===== config.mk =====
export PLATFORM = sky130hd
export DESIGN_NAME = met_front
export DESIGN_NICKNAME = d
export VERILOG_FILES = /design/src/hw/rtl/met_pkg.sv /design/src/hw/rtl/met_front.sv
export SDC_FILE = /design/constraint.sdc
export NUM_CORES = 2
export LEC_CHECK = 0
export BUFFER_PORTS_ARGS = -buffer_cell sky130_fd_sc_hd__buf_2
export CAP_MARGIN = 15
export CORE_MARGIN = 2
export CORE_UTILIZATION = 60
export CTS_BUF_LIST = sky130_fd_sc_hd__clkbuf_16
export DETAILED_ROUTE_END_ITERATION = 8
export PLACE_DENSITY_LB_ADDON = 0.08
export SLEW_MARGIN = 5
export SYNTH_ARGS = -nofsm -noshare
export SYNTH_HDL_FRONTEND = slang
export SYNTH_SLANG_ARGS = --single-unit

===== constraint.sdc =====
create_clock -name i_clk -period 15.1 [get_ports i_clk]
set_input_delay 1.51 -clock i_clk [delete_from_list [all_inputs] [get_ports i_clk]]
set_output_delay 1.51 -clock i_clk [all_outputs]
set_load 0.02 [all_outputs]

===== src/hw/rtl/met_pkg.sv =====
// shared types, constants and helpers of the escape-time pixel block
`default_nettype none

package met_pkg;

    localparam int FRAC_BITS  = 28;
    localparam int MAX_WIDTH  = 4096;
    localparam int MAX_HEIGHT = 4096;

    localparam int COORD_W = 12;
    localparam int VAL_W   = 32;
    localparam int CNT_W   = 20;
    localparam int COLOR_W = 28;
    localparam int COLOR_SHIFT = 20;
    localparam int CFG_IDX_W = 3;

    // job queue between front and back
    localparam int QDEPTH = 2;
    localparam int QPTR_W = (QDEPTH > 1) ? $clog2(QDEPTH) : 1;
    localparam int QCNT_W = $clog2(QDEPTH + 1);

    // |z|^2 >= 4 in the double-width product scale
    localparam logic [64:0] ESC_LIMIT = 65'd1 << (2 * FRAC_BITS + 2);

    // register indexes of the config port
    localparam logic [CFG_IDX_W-1:0] CFG_REAL_ORIGIN = 3'd0;
    localparam logic [CFG_IDX_W-1:0] CFG_IMAG_ORIGIN = 3'd1;
    localparam logic [CFG_IDX_W-1:0] CFG_REAL_STEP   = 3'd2;
    localparam logic [CFG_IDX_W-1:0] CFG_IMAG_STEP   = 3'd3;
    localparam logic [CFG_IDX_W-1:0] CFG_ITER_LIMIT  = 3'd4;

    localparam logic signed [VAL_W-1:0] RST_REAL_ORIGIN = -32'sd536870912;
    localparam logic signed [VAL_W-1:0] RST_IMAG_ORIGIN = -32'sd536870912;
    localparam logic signed [VAL_W-1:0] RST_REAL_STEP   = 32'sd1048576;
    localparam logic signed [VAL_W-1:0] RST_IMAG_STEP   = 32'sd1048576;
    localparam logic [CNT_W-1:0]        RST_ITER_LIMIT  = 20'd100000;

    typedef struct packed {
        logic signed [VAL_W-1:0] real_origin;
        logic signed [VAL_W-1:0] imag_origin;
        logic signed [VAL_W-1:0] real_step;
        logic signed [VAL_W-1:0] imag_step;
        logic [CNT_W-1:0]        iter_limit;
    } t_cfg;

    typedef struct packed {
        logic [COORD_W-1:0]      row;
        logic [COORD_W-1:0]      col;
        logic signed [VAL_W-1:0] c_re;
        logic signed [VAL_W-1:0] c_im;
    } t_job;

    // clamp to the 32-bit signed range
    function automatic logic signed [VAL_W-1:0] sat32(input logic signed [47:0] v);
        logic signed [VAL_W-1:0] r;
        if (v[47:31] == {17{1'b0}} || v[47:31] == {17{1'b1}}) begin
            r = v[VAL_W-1:0];
        end else if (v[47]) begin
            r = {1'b1, {(VAL_W-1){1'b0}}};
        end else begin
            r = {1'b0, {(VAL_W-1){1'b1}}};
        end
        return r;
    endfunction

endpackage

`default_nettype wire


===== src/hw/rtl/met_front.sv =====
// front end: takes pixel words and maps them to the complex point c
`default_nettype none

module met_front (
    input  logic                          i_clk,
    input  logic                          i_rst_n,
    input  met_pkg::t_cfg                 i_cfg,
    input  logic                          i_valid,
    output logic                          o_stall,
    input  logic [met_pkg::COORD_W-1:0]   i_row,
    input  logic [met_pkg::COORD_W-1:0]   i_col,
    output logic                          o_push,
    output met_pkg::t_job                 o_job,
    input  logic                          i_full
);
    import met_pkg::*;

    typedef enum logic [2:0] {
        F_IDLE = 3'b001,
        F_MUL  = 3'b010,
        F_SUM  = 3'b100
    } t_fstate;

    t_fstate r_state;
    t_fstate n_state;

    logic [COORD_W-1:0]  r_row;
    logic [COORD_W-1:0]  r_col;
    logic signed [44:0]  r_prod_re;
    logic signed [44:0]  r_prod_im;
    logic [COORD_W-1:0]  idx_re;
    logic [COORD_W-1:0]  idx_im;
    logic signed [44:0]  n_prod_re;
    logic signed [44:0]  n_prod_im;
    logic signed [47:0]  sum_re;
    logic signed [47:0]  sum_im;
    logic                accept;

    assign o_stall = !(r_state == F_IDLE || (r_state == F_SUM && !i_full));
    assign accept  = i_valid && !o_stall;

    // indexes past the image edge would use the last row or column; 12-bit indexes never get there
    assign idx_re = (17'(r_col) >= 17'(MAX_WIDTH))  ? COORD_W'(MAX_WIDTH - 1)  : r_col;
    assign idx_im = (17'(r_row) >= 17'(MAX_HEIGHT)) ? COORD_W'(MAX_HEIGHT - 1) : r_row;

    assign n_prod_re = $signed({1'b0, idx_re}) * i_cfg.real_step;
    assign n_prod_im = $signed({1'b0, idx_im}) * i_cfg.imag_step;

    assign sum_re = 48'(i_cfg.real_origin) + 48'(r_prod_re);
    assign sum_im = 48'(i_cfg.imag_origin) + 48'(r_prod_im);

    assign o_push     = (r_state == F_SUM) && !i_full;
    assign o_job.row  = r_row;
    assign o_job.col  = r_col;
    assign o_job.c_re = sat32(sum_re);
    assign o_job.c_im = sat32(sum_im);

    always_comb begin
        n_state = r_state;
        case (r_state)
            F_IDLE: begin
                if (i_valid) begin
                    n_state = F_MUL;
                end
            end
            F_MUL: begin
                n_state = F_SUM;
            end
            F_SUM: begin
                if (!i_full) begin
                    n_state = i_valid ? F_MUL : F_IDLE;
                end
            end
            default: begin
                n_state = F_IDLE;
            end
        endcase
    end

    always_ff @(posedge i_clk) begin
        if (!i_rst_n) begin
            r_state <= F_IDLE;
        end else begin
            r_state <= n_state;
        end
    end

    always_ff @(posedge i_clk) begin
        if (accept) begin
            r_row <= i_row;
            r_col <= i_col;
        end
        if (r_state == F_MUL) begin
            r_prod_re <= n_prod_re;
            r_prod_im <= n_prod_im;
        end
    end

endmodule

`default_nettype wire


### Word level (Yosys, flattened, before mapping)

Cells that the tools add are included.

* register bits after elaboration: 117
* bits of input ports: 176

* $mul: 2
* $add $sub $neg: 2
* equality and inequality tests: 7
* reductions and logical operators: 10
* muxes and demuxes: 8

Operators by type and width (number)
* 32-bit two-way mux: 4
* 32-bit by 45-bit adder with 46-bit output: 2
* 13-bit by 32-bit multiplier with 45-bit output: 2
* 17-bit == test (second input constant): 2
* 17-bit logical NOT: 2
* 3-bit case mux with 3 select lines: 1
* 3-bit two-way mux: 2
* 2-bit inequality test (second input constant): 2
* 3-bit by 1-bit == test with 1-bit output (second input constant): 1
* 3-bit by 2-bit == test with 1-bit output (second input constant): 1
* 3-bit == test (second input constant): 1
* 1-bit logical OR: 3
* 1-bit logical AND: 2
* 1-bit logical NOT: 2
* 2-bit two-way mux: 1
* 2-bit AND reduction: 1

### Logic depth before layout (Yosys ltp)

* word-level depth: 4
* mapped depth: 25
* mapped depth without buffers: 24

### Least setup slack after synthesis

Ideal clock, no wire load.

* path kind: input to register
* start point: in i_cfg[59] in the netlist's numbering
* end point: reg r_prod_re[39], data pin
* stages: 25
* path buffers: 1
* data required time: 14.842 ns
* setup time: 0.258 ns
* slack: 7.655 ns
* arrival time: 7.186 ns
* path through: clkbuf_1 > nand2_1 > fa_1 > inv_1 > fa_1 > inv_1 > fa_1 > inv_1 > fa_1 > inv_1 > fa_1 > inv_1 > ha_1 > o21a_1 > a21oi_1 > nor2_1 > a21bo_2 > a311oi_1 > a2111oi_0 > or4_1 > a31oi_1 > o21a_1 > a311o_1 > a21oi_1 > xnor2_1

* longest elaborated chain between the ends: 1

RTL lines
* start: declaration: RTL line met_front.sv:7 `input met_pkg::t_cfg i_cfg,`
* 13-bit by 32-bit multiplier with 45-bit output: RTL line met_front.sv:46 `assign n_prod_re = $signed({1'b0, idx_re}) * i_cfg.real_step;`
* named net n_prod_re[39]: RTL line met_front.sv:33 `logic signed [44:0] n_prod_re;`
* end signal: assignment: RTL line met_front.sv:94 `r_prod_re <= n_prod_re;`
* end: declaration: RTL line met_front.sv:29 `logic signed [44:0] r_prod_re;`

The timed path passes the listed nets, and every way through them passes these cells.
A chain may end at the register's enable or synchronous reset.

### Final worst setup path

* start point: in i_cfg[27] in the netlist's numbering
* end point: reg r_prod_im[24], data pin

* longest elaborated chain between the ends: 1

RTL lines
* 13-bit by 32-bit multiplier with 45-bit output: RTL line met_front.sv:47 `assign n_prod_im = $signed({1'b0, idx_im}) * i_cfg.imag_step;`
* named net n_prod_im[24]: RTL line met_front.sv:34 `logic signed [44:0] n_prod_im;`
* end signal: assignment: RTL line met_front.sv:95 `r_prod_im <= n_prod_im;`
* end: declaration: RTL line met_front.sv:30 `logic signed [44:0] r_prod_im;`

The timed path passes the listed nets, and every way through them passes these cells.

==> results.txt <==
The worst path required time came out at 15.26 ns. The tree built by TritonCTS fans out to 117 sinks. The routed length per instance is 17.6 microns. Synthesis handed over a netlist of 4,150 instances.

The clock-pin transition on the worst setup and hold timing paths came out at 0.06 ns. The violation count after the first detailed-routing iteration came out at 1,670. The number of library cell types mapped by synthesis came out at 80.

Setup repair after global routing left no endpoint under its margin. The primary flip-flop cell chosen by synthesis mapping is sky130_fd_sc_hd__edfxtp_1. Data on the critical path arrives at its endpoint at 8.30 ns.

The floorplan die area came out at 0.0622 sq mm. The CTS buffer count is 17. Setup slack on the critical path of the routed design comes to 6.96 ns.

Across every metal layer, demand over resource in global routing totals 29.9%. The largest net degree at the start of global routing is 49. Measured along the x axis, the die boundary spans 249 microns. The sequential cell area fraction in the yosys report is 9.64%. In this run, post-CTS hold repair placed 0 buffers. The largest driver fanout on the critical path is 12.

The area of the mapped netlist came out at 0.0361 sq mm. The number of endpoints failing setup at the final stage came out at 0. After routing, the total negative slack on setup checks comes to 0 ns. The synthesized flop and latch total is 117. After detailed routing, the number of vias per cell comes to 5.52. The number of hold-slack violations in the final timing report came out at 0. The commonest non-fill, non-tap cell in the layout is sky130_fd_sc_hd__inv_1. The worst-skew pair later-pin latency came out at 0.49 ns.

Summing all multi-input logic gate instances after layout gives 0.0286 sq mm. The mean cell area of the mapped netlist is 8.71 sq um. The transition time at the pin with the least slew margin is 1.16 ns.

The count of nets left with antenna violations once routing finished came out at 0. The CTS root buffer is sky130_fd_sc_hd__clkbuf_16. The count of boundary I/O pins is 266. The via count of the first global-routing pass is 28,351. The deepest clock path buffer count is 2.

The post-CTS setup repair buffer count is 0. The core area is 0.0592 sq mm. The detailed-route wire length on metal 1 came out at 41.1 mm. The run finished with clean final reports. After routing the design area is 0.0385 sq mm. Across the whole layout, storage elements account for 0.00348 sq mm. Before antenna repair, the detailed router went through 5 iterations. The filler cells instantiated in the layout total 5,146. In the detailed route, the total length drawn on met2 is 38.7 mm. For this run, design rule violations remaining after detail routing come to 0. The fraction of layout cells with a size suffix above 1 came out at 7.92%. The routed length on met3 is 7.94 mm. The clock arrives with 0.0151 ns of skew. The number of H-tree branching levels came out at 4.

The final worst-path cycle share came out at 53.9%. The number of max-cap violations came out at 0. The post-layout utilization of the core came out at 65.0%. Once the floorplan was initialized, standard cells occupied 61.0% of the core. The fraction of synthesis flops using an asynchronous set or reset pin is 0%. The relative slew slack came out at 22.3%. Port buffering added 245 buffers. Summed over all nets, the half-perimeter wirelength after detailed placement is 72.5 mm.

After floorplanning, the core was divided into 89 placement rows. The remaining global-route overflow came out at 0. The routability congestion estimate from global placement is 0.909. The synthesized net count came out at 5,292. The fmax came out at 123 MHz. The worst hold path belongs to the class reg -> reg. Post-CTS repair changed the size of 0 cells.

The max-slew violation total from the final report came out at 0. The post-placement setup slack came out at 6.68 ns. The number of enable-type register cells in the synthesized netlist came out at 114. After detailed routing, the total wire length is 89.0 mm. The number of nets at the end of the flow is 5,407. STA classifies the critical path endpoint as a register. The initial antenna violation count came to 11.

The highest metal layer with signal wires is met5. The final period demand of the worst path came out at 8.14 ns. The die extent in y came out at 249 microns. The post-synthesis to final-layout area growth is 6.62%. The post-detailed-placement cell area is 0.0379 sq mm. The global-route wire length before repair is 148 mm. STA classifies the critical path startpoint as an input port. The CTS tree is built.

The total number of yosys warnings is 0. The worst setup path is of the in -> reg kind. The via count came out at 27,906.

The library cells used most frequently in the layout, excluding fill and tap cells, are sky130_fd_sc_hd__inv_1, sky130_fd_sc_hd__fa_1, sky130_fd_sc_hd__nand2_1, sky130_fd_sc_hd__and2_1, sky130_fd_sc_hd__ha_1.
[cell usage after synthesis (all sizes together) (8+ instances only)]
cell type | instances | area [sq um]
o21a | 31 | 233
and2 | 350 | 2190
fa | 678 | 13600
o21bai | 17 | 128
a21oi | 203 | 1030
nor2 | 102 | 383
nor2b | 25 | 156
edfxtp | 114 | 3420
a2111oi | 9 | 86.3
nand3 | 54 | 270
nor3 | 25 | 125
or3 | 11 | 68.8
ha | 288 | 3600
a211oi | 17 | 128
xor2 | 64 | 561
inv | 907 | 3400
clkbuf | 170 | 638
and3 | 29 | 181
nand2b | 28 | 175
or2 | 8 | 50.1
nand4 | 22 | 144
o31ai | 9 | 67.6
a211o | 8 | 71.3
a21o | 69 | 518
mux2i | 32 | 320
xnor2 | 88 | 771
o211ai | 11 | 82.6
a31oi | 25 | 156
nand2 | 547 | 2050
buf | 9 | 56.3
o21ai | 88 | 440
[sequential cells by signal (all words and copies together), names as in the netlist]
name and flops:
r_prod_im 45, r_prod_re 45, idx_im 12, idx_re 12
r_state 3
[worst max-delay path: stages]
cell and delay [ns]:
sky130_fd_sc_hd__buf_2 0.21, sky130_fd_sc_hd__and2_1 0.23, sky130_fd_sc_hd__fa_1 0.55, sky130_fd_sc_hd__inv_1 0.05, sky130_fd_sc_hd__fa_1 0.48, sky130_fd_sc_hd__inv_1 0.06
sky130_fd_sc_hd__fa_1 0.51, sky130_fd_sc_hd__inv_1 0.06, sky130_fd_sc_hd__fa_1 0.45, sky130_fd_sc_hd__fa_1 0.52, sky130_fd_sc_hd__inv_1 0.04, sky130_fd_sc_hd__ha_1 0.35
sky130_fd_sc_hd__o21ai_0 0.11, sky130_fd_sc_hd__nand2b_1 0.08, sky130_fd_sc_hd__a21oi_1 0.07, sky130_fd_sc_hd__a2111oi_0 0.95, sky130_fd_sc_hd__nor2_1 0.20, sky130_fd_sc_hd__o21ai_0 0.43
sky130_fd_sc_hd__a21o_1 0.21, sky130_fd_sc_hd__nand2_1 0.05, sky130_fd_sc_hd__a21boi_0 0.24, sky130_fd_sc_hd__o21ai_0 0.14, sky130_fd_sc_hd__a221oi_1 0.80
[cells by family (layout without fill, tap and decap cells)]
group | Yosys count | in the layout | share of synthesized area, %
AND/OR/NAND/NOR | 1238 | 1238 | 16.9
buffers and inverters | 1087 | 1215 | 11.4
adder cells (fa/ha/maj) | 966 | 966 | 47.5
AO/OA/AOI/OAI | 553 | 553 | 9.83
XOR/XNOR | 152 | 152 | 3.68
flip-flops | 117 | 117 | 9.64
multiplexers | 37 | 37 | 1.08
other | 0 | 7 | 0
[layer usage]
metal | global-route usage (%) | up-vias
met5 | 0 | -
met4 | 5.56 | 8
met3 | 7.47 | 78
met2 | 45.2 | 865
met1 | 44.2 | 13841
li1 | - | 13114
[final timing paths]
path	from	end	slack, ns	cells past startpoint
worst min register to register	r_state[1]	r_state[0]	0.59	2
worst min-delay path	r_state[1]	r_state[0]	0.59	2
worst max-delay path	i_cfg[27]	r_prod_im[24]	6.96	23
worst max register to register	idx_im[1]	r_prod_im[24]	7.17	22
[metrics by stage]
stage | hold WS, ns | cells
after detailed placement | 0.570 | 5017
after floorplan | 0.516 | 4150
after CTS | 0.584 | 5049
after global routing | 0.615 | 5054
final | 0.587 | 5058
after global placement | 0.575 | 5017
[cell type report]
cell class | instances | share of cell area (%)
multi-input cells | 2946 | 74.2
flip-flops and latches | 117 | 9.04
diodes | 7 | 0.0455
clock inverters | 15 | 0.484
inverters | 908 | 8.85
repair buffers | 275 | 3.80
well taps | 773 | 2.51
clock buffers | 17 | 1.10
Power is not shown: default switching activity piles up to over one toggle a cycle in this logic, so the estimate is an artifact.
