## src/hw/rtl/met_pkg.sv

```systemverilog
// shared types, constants and helpers of the escape-time pixel block
`default_nettype none

package met_pkg;

    localparam int FRAC_BITS  = 28;
    localparam int MAX_WIDTH  = 4096;
    localparam int MAX_HEIGHT = 4096;

    localparam int COORD_W = 12;
    localparam int VAL_W   = 32;
    localparam int CNT_W   = 20;
    localparam int COLOR_W = 28;
    localparam int COLOR_SHIFT = 20;
    localparam int CFG_IDX_W = 3;

    // job queue between front and back
    localparam int QDEPTH = 2;
    localparam int QPTR_W = (QDEPTH > 1) ? $clog2(QDEPTH) : 1;
    localparam int QCNT_W = $clog2(QDEPTH + 1);

    // |z|^2 >= 4 in the double-width product scale
    localparam logic [64:0] ESC_LIMIT = 65'd1 << (2 * FRAC_BITS + 2);

    // register indexes of the config port
    localparam logic [CFG_IDX_W-1:0] CFG_REAL_ORIGIN = 3'd0;
    localparam logic [CFG_IDX_W-1:0] CFG_IMAG_ORIGIN = 3'd1;
    localparam logic [CFG_IDX_W-1:0] CFG_REAL_STEP   = 3'd2;
    localparam logic [CFG_IDX_W-1:0] CFG_IMAG_STEP   = 3'd3;
    localparam logic [CFG_IDX_W-1:0] CFG_ITER_LIMIT  = 3'd4;

    localparam logic signed [VAL_W-1:0] RST_REAL_ORIGIN = -32'sd536870912;
    localparam logic signed [VAL_W-1:0] RST_IMAG_ORIGIN = -32'sd536870912;
    localparam logic signed [VAL_W-1:0] RST_REAL_STEP   = 32'sd1048576;
    localparam logic signed [VAL_W-1:0] RST_IMAG_STEP   = 32'sd1048576;
    localparam logic [CNT_W-1:0]        RST_ITER_LIMIT  = 20'd100000;

    typedef struct packed {
        logic signed [VAL_W-1:0] real_origin;
        logic signed [VAL_W-1:0] imag_origin;
        logic signed [VAL_W-1:0] real_step;
        logic signed [VAL_W-1:0] imag_step;
        logic [CNT_W-1:0]        iter_limit;
    } t_cfg;

    typedef struct packed {
        logic [COORD_W-1:0]      row;
        logic [COORD_W-1:0]      col;
        logic signed [VAL_W-1:0] c_re;
        logic signed [VAL_W-1:0] c_im;
    } t_job;

    // clamp to the 32-bit signed range
    function automatic logic signed [VAL_W-1:0] sat32(input logic signed [47:0] v);
        logic signed [VAL_W-1:0] r;
        if (v[47:31] == {17{1'b0}} || v[47:31] == {17{1'b1}}) begin
            r = v[VAL_W-1:0];
        end else if (v[47]) begin
            r = {1'b1, {(VAL_W-1){1'b0}}};
        end else begin
            r = {1'b0, {(VAL_W-1){1'b1}}};
        end
        return r;
    endfunction

endpackage

`default_nettype wire

```

## src/hw/rtl/met_fifo.sv

```systemverilog
// short job queue between the coordinate front and the iteration engine
`default_nettype none

module met_fifo (
    input  logic          i_clk,
    input  logic          i_rst_n,
    input  logic          i_push,
    input  met_pkg::t_job i_data,
    output logic          o_full,
    input  logic          i_pop,
    output met_pkg::t_job o_data,
    output logic          o_empty
);
    import met_pkg::*;

    t_job               r_mem [QDEPTH];
    logic [QPTR_W-1:0]  r_wr_ptr;
    logic [QPTR_W-1:0]  r_rd_ptr;
    logic [QCNT_W-1:0]  r_count;
    logic               do_push;
    logic               do_pop;

    assign o_full  = (r_count == QCNT_W'(QDEPTH));
    assign o_empty = (r_count == '0);
    assign do_push = i_push && !o_full;
    assign do_pop  = i_pop && !o_empty;
    assign o_data  = r_mem[r_rd_ptr];

    always_ff @(posedge i_clk) begin
        if (do_push) begin
            r_mem[r_wr_ptr] <= i_data;
        end
    end

    always_ff @(posedge i_clk) begin
        if (!i_rst_n) begin
            r_wr_ptr <= '0;
            r_rd_ptr <= '0;
            r_count  <= '0;
        end else begin
            if (do_push) begin
                r_wr_ptr <= (r_wr_ptr == QPTR_W'(QDEPTH - 1)) ? '0 : r_wr_ptr + 1'b1;
            end
            if (do_pop) begin
                r_rd_ptr <= (r_rd_ptr == QPTR_W'(QDEPTH - 1)) ? '0 : r_rd_ptr + 1'b1;
            end
            if (do_push && !do_pop) begin
                r_count <= r_count + 1'b1;
            end else if (do_pop && !do_push) begin
                r_count <= r_count - 1'b1;
            end
        end
    end

endmodule

`default_nettype wire

```

## config.mk

```make
export PLATFORM = sky130hd
export DESIGN_NAME = met_fifo
export DESIGN_NICKNAME = d
export VERILOG_FILES = /design/src/hw/rtl/met_pkg.sv /design/src/hw/rtl/met_fifo.sv
export SDC_FILE = /design/constraint.sdc
export NUM_CORES = 1
export LEC_CHECK = 0
export BUFFER_PORTS_ARGS = -buffer_cell sky130_fd_sc_hd__buf_2
export CAP_MARGIN = 20
export CORE_UTILIZATION = 40
export DETAILED_ROUTE_END_ITERATION = 16
export GPL_ROUTABILITY_DRIVEN = 0
export HOLD_SLACK_MARGIN = 0.15
export PLACE_DENSITY = 0.65
export SETUP_SLACK_MARGIN = 0.02
export SYNTH_ARGS = -nofsm -noshare
export SYNTH_HDL_FRONTEND = slang
export SYNTH_SLANG_ARGS = --single-unit
```

## constraint.sdc

```tcl
create_clock -name i_clk -period 6 [get_ports i_clk]
set_input_delay 0.3 -clock i_clk [delete_from_list [all_inputs] [get_ports i_clk]]
set_output_delay 0.3 -clock i_clk [all_outputs]
set_load 0.005 [all_outputs]
```

* Yosys cells after proc, flatten, opt, wreduce, memory -nomap -nowiden
Memory sizes are Yosys's and may differ from the RTL's. A register that Yosys moved wholly into a read port is not among the register bits.
Cells that the tools add are included.
** Word-level totals
- Flip-flop bits (word level) :: 4
- Bits in writable memories :: 176
- Output and inout port bits :: 90
- Word-level logic and storage cells :: 27
- Memories kept :: 1
** Cells by class
- Add/sub/neg operators :: 4
- Equality and inequality tests :: 1
- Multiplexer cells :: 8
- Reductions and logical operators :: 10
** Memories
- r_mem :: depth 2, width 88, read ports 1, clocked after Yosys merged registers in 1, write ports 1, RTL line met_fifo.sv:16 : t_job r_mem [QDEPTH];
** Operators with widths (count)
- $mux 1 :: 6
- $logic_and 1x1->1 :: 4
- $logic_not 1->1 :: 4
- $mux 2 :: 2
- $add 1x1->1 const B :: 2
- $add 2x1->2 const B :: 1
- $eq 2x2->1 const B :: 1
- $logic_not 2->1 :: 1
- $reduce_bool 2->1 :: 1
- $sub 2x1->2 const B :: 1

* Longest topological paths before layout
Gate-level depths: netlist (run 1).
- Depth in word-level cells :: 7
- Gate-level depth with buffers :: 7
- Mapped depth without buffers :: 7

* Worst setup path before layout (run 1)
No wires, ideal clock.
- Path type :: register to register
- From :: register r_count[0]
- To :: memory r_mem[0][0] (netlist name) (enable)
- Setup time :: 520 ps
- Arrival time :: 3979 ps
- Required time :: 5480 ps
- Slack :: 1501 ps
- Cell stages (with the launch flop) :: 4
- Path buffers :: 0
- Clock period less this slack :: 4499 ps
- Cell sequence :: dfxtp_1 nand2b_1 inv_2 nor3_2
** On the way
- Word-level cells in the longest chain between the ends :: 5
** RTL lines
- start: declaration :: RTL line met_fifo.sv:19 : logic [QCNT_W-1:0] r_count;
- start signal: assignment :: RTL line met_fifo.sv:48 : r_count <= r_count + 1'b1;
- start signal: assignment :: RTL line met_fifo.sv:50 : r_count <= r_count - 1'b1;
- $eq 2x2->1 :: RTL line met_fifo.sv:23 : assign o_full = (r_count == QCNT_W'(QDEPTH));
- via o_full :: RTL line met_fifo.sv:9 : output logic o_full,
- $logic_not 1->1 :: RTL line met_fifo.sv:25 : assign do_push = i_push && !o_full;
- $logic_and 1x1->1 :: RTL line met_fifo.sv:25
- $mux 1 :: RTL line met_fifo.sv:30 : if (do_push) begin
- $mux 1 (not written as such) :: RTL line met_fifo.sv:31 : r_mem[r_wr_ptr] <= i_data;
- end: declaration :: RTL line met_fifo.sv:16
The timed path passes the listed nets, and every way through them passes these cells.

==> results of run 1 <==
## cell type report
type | instances | area, sq um
clock inverter | 14 | 112.6
clock buffer | 18 | 429.2
tap | 216 | 270.3
fill | 1248 | 6819
timing repair buffer | 274 | 1827
multi-input combinational | 106 | 1204
sequential | 181 | 5389
inverter | 2 | 7.507
## critical path, delay by kind of cell (launching register included)
family / cells / cell delay (ps)
buffers and inverters: 2 / 810
flip-flops: 1 / 740
multiplexers: 1 / 420
## power by group
group          internal [uW]  total, uW  switching [uW]  leakage [uW]
registers               1590       1680            85.2       0.00169
logic                    445        793             348       0.00156
clock network            566       1010             441      0.000256
## worst paths after layout
check | slack, ps | to | depth (start not counted) | start
worst min-delay path | 260 | r_wr_ptr | 3 | i_push
worst max register to register | 3740 | r_mem[1][75] | 3 | r_count[0]
worst min register to register | 530 | r_count[1] | 2 | r_count[1]
worst max-delay path | 3280 | o_data[29] | 3 | flop
## layer usage
metal  global-route usage [%]  vias up
met5                        0        -
met4                    7.573        0
met3                    4.560       23
met2                    26.74      132
met1                    16.02     1769
li1                         -     1753
## cells in the final DEF (no fill, tap or decap), types with 2 or more instances in the layout
cell type      synthesis  layout
mux2_4                20      20
clkbuf_16              0      17
dlygate4sd3_1          0      89
dfxtp_1                5       4
clkinv_2               0       2
clkinv_1               0       4
clkinvlp_4             0       3
nor2_1                 2       2
xnor2_1                2       2
buf_4                  0       4
edfxtp_1             176     176
mux2_2                68      68
clkinv_4               0       3
and2_1                 3       3
buf_2                  6     181
## kinds of logic (layout without fill, tap and decap cells)
| group | after synthesis | count (layout) | synth area share (%) |
|---|---|---|---|
| flops | 181 | 181 | 80.86 |
| mux | 88 | 88 | 16.01 |
| buf+inv | 12 | 308 | 1.240 |
| simple gates | 9 | 9 | 0.8269 |
| compound gates | 5 | 5 | 0.4884 |
| xor+xnor | 3 | 3 | 0.3946 |
| fa+ha+maj | 1 | 1 | 0.1878 |
## registers in the layout, indices dropped and copies added (netlist names), named ones only
name and cells:
r_count 2, r_mem 176, r_rd_ptr 1, r_wr_ptr 1
## per-stage QoR
step / hold WS, ps / area (sq um) / instances / setup slack [ps] / total power (uW)
2_1_floorplan: 398.9 / 6660 / 299 / 1501 / 2165
3_3_place_gp: 488.0 / 7806 / 690 / 3700 / 2438
3_5_place_dp: 491.0 / 7806 / 690 / 3659 / 2462
4_1_cts: 233.6 / 9239 / 811 / 3197 / 3522
5_1_grt: 255.8 / 9239 / 811 / 3128 / 3645
6_report: 255.5 / 9239 / 811 / 3282 / 3476
==> run metrics, run 1 <==
status finished clean; Worst Tran Pin Value 689.3 ps; wire length on met2 about 6400 um; Slew headroom 54.05%; commonest cells in the netlist 176 x edfxtp_1, 68 x mux2_2, 20 x mux2_4; first-pass GRT wire length 18840 um; most common cell in the netlist edfxtp_1; Post-synth EDFFs 176; Syn Nets 392; ANT cells 0; CTS resizes 0; vias 3677; DRT iter0 DRCs 190; Hold Crit Class in2reg; Req. time, crit path 5700 ps; Final Cycle Share 45.30%; H-Tree Depth 4; hold buffers post-CTS 89; die width 131.0 um; nets 675; clock skew 8.492 ps; CTS clk-pin slew, worst paths around 60 ps; CP Cell Sequence buf_4 -> mux2_2 -> buf_2; die area between 0.015 and 0.02 sq mm; Mapped Area 0.006660 sq mm; Avg Synthesized Cell Area 22.27 sq um; largest net degree at the start of global routing 48; initial antenna violation count 0; # IOs 182; WL per Instance 15.58 um; Setup TNS Final 0 ps; top_reg_cell synth edfxtp_1; RSZ-0062 raised after global routing no; TritonCTS clock tree done; Vias/cell 4.534; sequential fraction of the synthesis area 80.86%; Synth Register Bits between 150 and 200; ratio of cells with drive above 1 in the final layout 51.09%; DRT met1 WL slightly above 5000 um; Final Max Slew Viols 0; Yosys top cell by area edfxtp_1; final hold vios 0; fmax around 0.37 GHz; number of port buffers 181; crit-path max cell delay 740 ps; Clock Tree Root clkbuf_16; Worst VDD drop 0.2746 mV; hpwl dp 7646 um; grt ovf 0; vias in the first global route between 3000 and 4000; Pleak 0.003498 uW; Synth area leaders edfxtp_1 79%, mux2_2 11%, mux2_4 4.5%; residual DRC count 0; cells after synthesis 299; CORE AREA about 0.016 sq mm; Syn. warnings 0; area fraction of the dominant cell type after synthesis 79.35%; setup bufs post-CTS 0; Worst-Skew Late Latency 420 ps; CP max stage cell dfxtp_4; critical path startpoint category flop; WS Path Type reg2out; clk sinks 181; synthesis-to-finish area growth 38.72%; # setup viols final 0; critical path capture point type output pin; min cycle time layout 2718 ps; Rows 46; asr flop ratio synth 0%; routed length on met3 866 um; Die Y 131.0 um; Num CTS Buffers 17; # Max-Cap Violations 0; Top Layer Used met4; drt first pass iters 4; post-synthesis cell type count 22; clock tree buffer depth 2; GRT Resource Usage Total 14.98%; Initial Utilization 41.48%; CP Max Fanout 45; Core Util, Final between 50% and 60%; pwr dens 376.3 mW/mm^2; Detail Route Antenna Nets 0; aggregate routed wire length 12630 um; Worst EP arrival 2420 ps
(Power assumes the default switching activity.)
==> inputs of run 2 (changes only) <==
Clock period 6 ns to 2.7 ns, I/O delays scaled along.
==> run metrics, run 2 (synthesized netlist as in run 1, its figures left out) <==
Internal between 5000 and 6000 uW; vias 3658; Reg2Reg Depth 3; Detail Route Antenna Nets 0; Final Cycle Share 76.58%; Fill cells 1238; Reg area 0.005390 sq mm; dpl ws about 900 ps; Overall Power 7814 uW; Crit path max-delay family buffers and inverters; # setup viols final 0; CORE AREA 0.01606 sq mm; Clock Tree Root clkbuf_16; Worst Hold End r_rd_ptr; # IOs ~180; vias in the first global route 3822; Num CTS Buffers 17; Seq pwr share between 40% and 50%; ratio of cells with drive above 1 in the final layout 51.84%; Regs by FF count r_mem: 176 flops, r_count: 2 flops; CP max stage cell buf_4; Die Y 131.0 um; Crit Reg-Reg Startpoint r_count[0]; CP Cell Sequence buf_4 -> mux2_2 -> buf_2; number of port buffers roughly 180; residual DRC count 0; min cycle time layout 2068 ps; multi-input logic area 0.001211 sq mm; status finished clean; grt ovf 0; Finished Layout Cells approximately 820; worst setup margin 632.4 ps; crit path buf inv count 2; Worst Tran Pin Value 750.7 ps; CTS resizes 0; drt first pass iters 4; Core Util, Final between 50% and 60%; WS Path Type reg2out; clock skew 7.649 ps; clk sinks 181; WHS Path Cells 4; synthesis-to-finish area growth 39.70%; Initial Utilization between 40% and 50%; Worst VDD drop 0.5399 mV; RR Endpoint r_mem[1][39]; H-Tree Depth 4; Largest register FFs 176; WL per Instance approximately 15 um; die area about 0.017 sq mm; CTS clk-pin slew, worst paths 60 ps; Hold Crit Class in2reg; CP Max Fanout roughly 50; Vias/cell 4.488; die width 131.0 um; first-pass GRT wire length 18510 um; final hold vios 0; initial antenna violation count 1; Clock power frac 29.3%; Final Max Slew Viols 0; hpwl dp between 7000 and 8000 um; Slew headroom 49.96%; Worst-Skew Late Latency roughly 420 ps; Req. time, crit path 2570 ps; TritonCTS clock tree done; aggregate routed wire length 12600 um; crit-path max cell delay 560 ps; Rows 46; critical path startpoint category flop; logic gate share of total power 24.3%; largest register by flop count r_mem; RSZ-0062 raised after global routing no; Placed Cells 692; hold buffers post-CTS 90; Reg2Reg Setup Slack 930 ps; most common cell after layout, fill and taps aside buf_2; critical path capture point type output pin; Setup TNS Final 0 ps; # Max-Cap Violations 0; setup bufs post-CTS 0; DRT iter0 DRCs between 100 and 150; nets between 600 and 700; hold path start i_pop; Worst EP arrival between 1500 and 2000 ps; fmax 0.4836 GHz; GRT Resource Usage Total between 10 and 15%; clock tree buffer depth 2; Pleak 0.003525 uW; pwr dens 839.9 mW/mm^2; Switch Pwr 1996 uW; switch share between 20% and 30%; largest net degree at the start of global routing 52; most frequent cells in the layout 181 x buf_2, 176 x edfxtp_1, 90 x dlygate4sd3_1
run 2: worst register-to-register path: stages, from the launching register on:
cell      delay, ps
dfxtp_2         380
nand2b_4        170
and3_4          560
buf_12          320
run 2: how the worst max path moves through the flow:
| stage | from | to | cells after the start | slack (ps) |
|---|---|---|---|---|
| 2_1_floorplan | r_count[0] | r_mem[0][0] | 3 | -410 |
| 3_3_place_gp | r_count[0] | r_mem[1][60] | 3 | 960 |
| 3_5_place_dp | r_count[0] | r_mem[1][60] | 3 | 910 |
| 4_1_cts | flop | o_data[33] | 3 | 590 |
| 5_1_grt | flop | o_data[43] | 3 | 530 |
| 6_report | flop | o_data[66] | 3 | 630 |
run 2: power groups by stage:
stage | clock network, uW | logic [uW] | registers, uW
2_1_floorplan | 0 | 1140 | 3680
3_3_place_gp | 0 | 1790 | 3670
3_5_place_dp | 0 | 1820 | 3690
4_1_cts | 2350 | 1930 | 3630
5_1_grt | 2450 | 2080 | 3660
6_report | 2290 | 1900 | 3630
run 2: layout make-up:
type / instances / area share [%]
sequential: 181 / 57.93
tap: 216 / 2.905
timing repair buffer: 277 / 20.04
antenna: 1 / 0.02690
clock inverter: 15 / 1.399
clock buffer: 17 / 4.572
inverter: 2 / 0.1076
multi-input combinational: 106 / 13.02
run 2: metrics by stage:
stage          instance area [sq um]  hold WS [ps]
6_report                        9304         189.9
5_1_grt                         9304         218.5
4_1_cts                         9301         177.9
3_5_place_dp                    7845         325.7
3_3_place_gp                    7845         322.9
2_1_floorplan                   6679         233.9
run 2: per-layer routing:
layer / wire [um] / part of all wire, % / global-route usage, %
met4: 250 / 2.0 / 6.829
met2: 6429 / 51 / 25.83
met1: 4946 / 39 / 16.04
met3: 975 / 7.7 / 5.863
met5: 0 / 0 / 0
==> inputs of run 3 (changes only) <==
Clock period 2.7 ns to 1.95 ns, I/O delays scaled along.
==> run metrics, run 3 (synthesized netlist as in run 1, its figures left out) <==
Rows 46; first-pass GRT wire length 19200 um; Reg2Reg Depth 6; logic gate share of total power 25.5%; status finished clean; pwr dens 1162 mW/mm^2; CORE AREA 0.01606 sq mm; H-Tree Depth 4; CP max stage cell dlygate4sd3_1; TritonCTS clock tree done; Internal between 8000 and 9000 uW; Final Max Slew Viols 0; number of port buffers 181; multi-input logic area 0.001211 sq mm; nets between 600 and 700; post-route cell area 0.009435 sq mm; Slew headroom 73.93%; hpwl dp ~7600 um; Reg2Reg Setup Slack 90 ps; die area 0.01717 sq mm; WHS Path Cells 4; Die Y 131.0 um; GRT Resource Usage Total 15.31%; vias in the first global route 4013; Final Cycle Share 95.36%; Num CTS Buffers 17; switch share 25.17%; most common cell after layout, fill and taps aside buf_2; Overall Power 10960 uW; RSZ-0062 raised after global routing yes; DRT iter0 DRCs 179; die width 131.0 um; Fill cells 1230; grt ovf 0; dpl ws between 400 and 500 ps; Largest register FFs 176; aggregate routed wire length 12840 um; Crit Reg-Reg Startpoint r_count[0]; hold path start i_push; Setup TNS Final 0 ps; # IOs roughly 180; Worst Tran Pin Value about 390 ps; min cycle time layout 1860 ps; # Max-Cap Violations 0; # setup viols final 0; largest net degree at the start of global routing 50; Vias/cell 4.484; critical path capture point type flop; Pleak 0.003580 uW; RR Endpoint r_wr_ptr; initial antenna violation count 1; CTS resizes 0; worst setup margin 90.44 ps; clock skew 9.106 ps; Clock power frac 28.4%; Initial Utilization between 40% and 50%; Core Util, Final 58.76%; clk sinks 181; crit-path max cell delay about 530 ps; drt first pass iters 4; Worst EP arrival 2220 ps; synthesis-to-finish area growth 41.67%; Detail Route Antenna Nets 0; final hold vios 0; Seq pwr share 46.1%; ratio of cells with drive above 1 in the final layout a little over half; CTS clk-pin slew, worst paths 70 ps; critical path startpoint category flop; Worst Hold End r_mem[0][39]; largest register by flop count r_mem; CP Max Fanout 22; Area after DPL 0.007908 sq mm; residual DRC count 0; vias 3690; WL per Instance 15.60 um; Clock Tree Root clkbuf_16; WS Path Type reg2reg; most frequent cells in the layout 181 x buf_2, 176 x edfxtp_1, 91 x dlygate4sd3_1; Worst VDD drop 0.8537 mV; fmax about 0.54 GHz; Hold Crit Class in2reg; Switch Pwr 2759 uW; CP Cell Sequence nand2b_4 -> inv_4 -> nor3_4 -> buf_12 -> o21a_1 -> dlygate4sd3_1; Worst-Skew Late Latency roughly 410 ps; Req. time, crit path 2310 ps; clock tree buffer depth 2; Regs by FF count r_mem: 176 flops, r_count: 2 flops; Reg area 0.005390 sq mm
## run 3: metal layers
layer	track usage [%]	up-vias	wire, um
li1	-	1772	-
met4	6.288	0	207
met5	0	-	0
met2	27.30	130	6539
met1	16.74	1769	5190
met3	5.049	19	902
## run 3: what timing repair did
item / CTS / global route
buffers inserted: 0 / 6
hold buffers: 91 / 0
setup endpoints to repair: 0 / 35
endpoints found under the hold margin: 181 / 0
## run 3: metrics by stage
step | hold WS (ps) | std cells
after global routing | 350.7 | 823
final | 351.9 | 823
after global placement | 285.0 | 692
after floorplan | 196.4 | 299
after detailed placement | 288.5 | 692
after CTS | 339.0 | 815
## run 3: worst max path at each step
stage / from / to / depth (start not counted) / slack [ps]
6_report: r_count[0] / r_wr_ptr / 6 / 90
5_1_grt: r_count[0] / r_wr_ptr / 6 / 20
4_1_cts: flop / o_data[39] / 3 / 30
3_5_place_dp: r_count[1] / r_count[1] / 7 / 420
3_3_place_gp: r_count[1] / r_count[1] / 6 / 490
2_1_floorplan: r_count[0] / r_mem[0][0] / 3 / -1160
## run 3: final cells by class
cell class,instances,share of cell area (%)
multi-input cells,106,12.84
diodes,1,0.02652
repair buffers,285,21.27
inverters,2,0.1061
flip-flops and latches,181,57.13
well taps,216,2.864
clock buffers,20,4.628
clock inverters,12,1.140
## run 3: power groups by stage
| stage | Sequential [uW] | Combinational [uW] | Clock (uW) |
|---|---|---|---|
| 4_1_cts | 5090 | 2710 | 3200 |
| 3_5_place_dp | 5170 | 2540 | 0 |
| 2_1_floorplan | 5090 | 1570 | 0 |
| 5_1_grt | 5100 | 3050 | 3330 |
| 6_report | 5050 | 2800 | 3120 |
| 3_3_place_gp | 5130 | 2520 | 0 |
## run 3: critical path: cells and delay by family (launching register included)
kind / cells / cell delay [ps]
compound gates: 1 / 140
simple gates: 2 / 470
flops: 1 / 380
buf+inv: 3 / 810
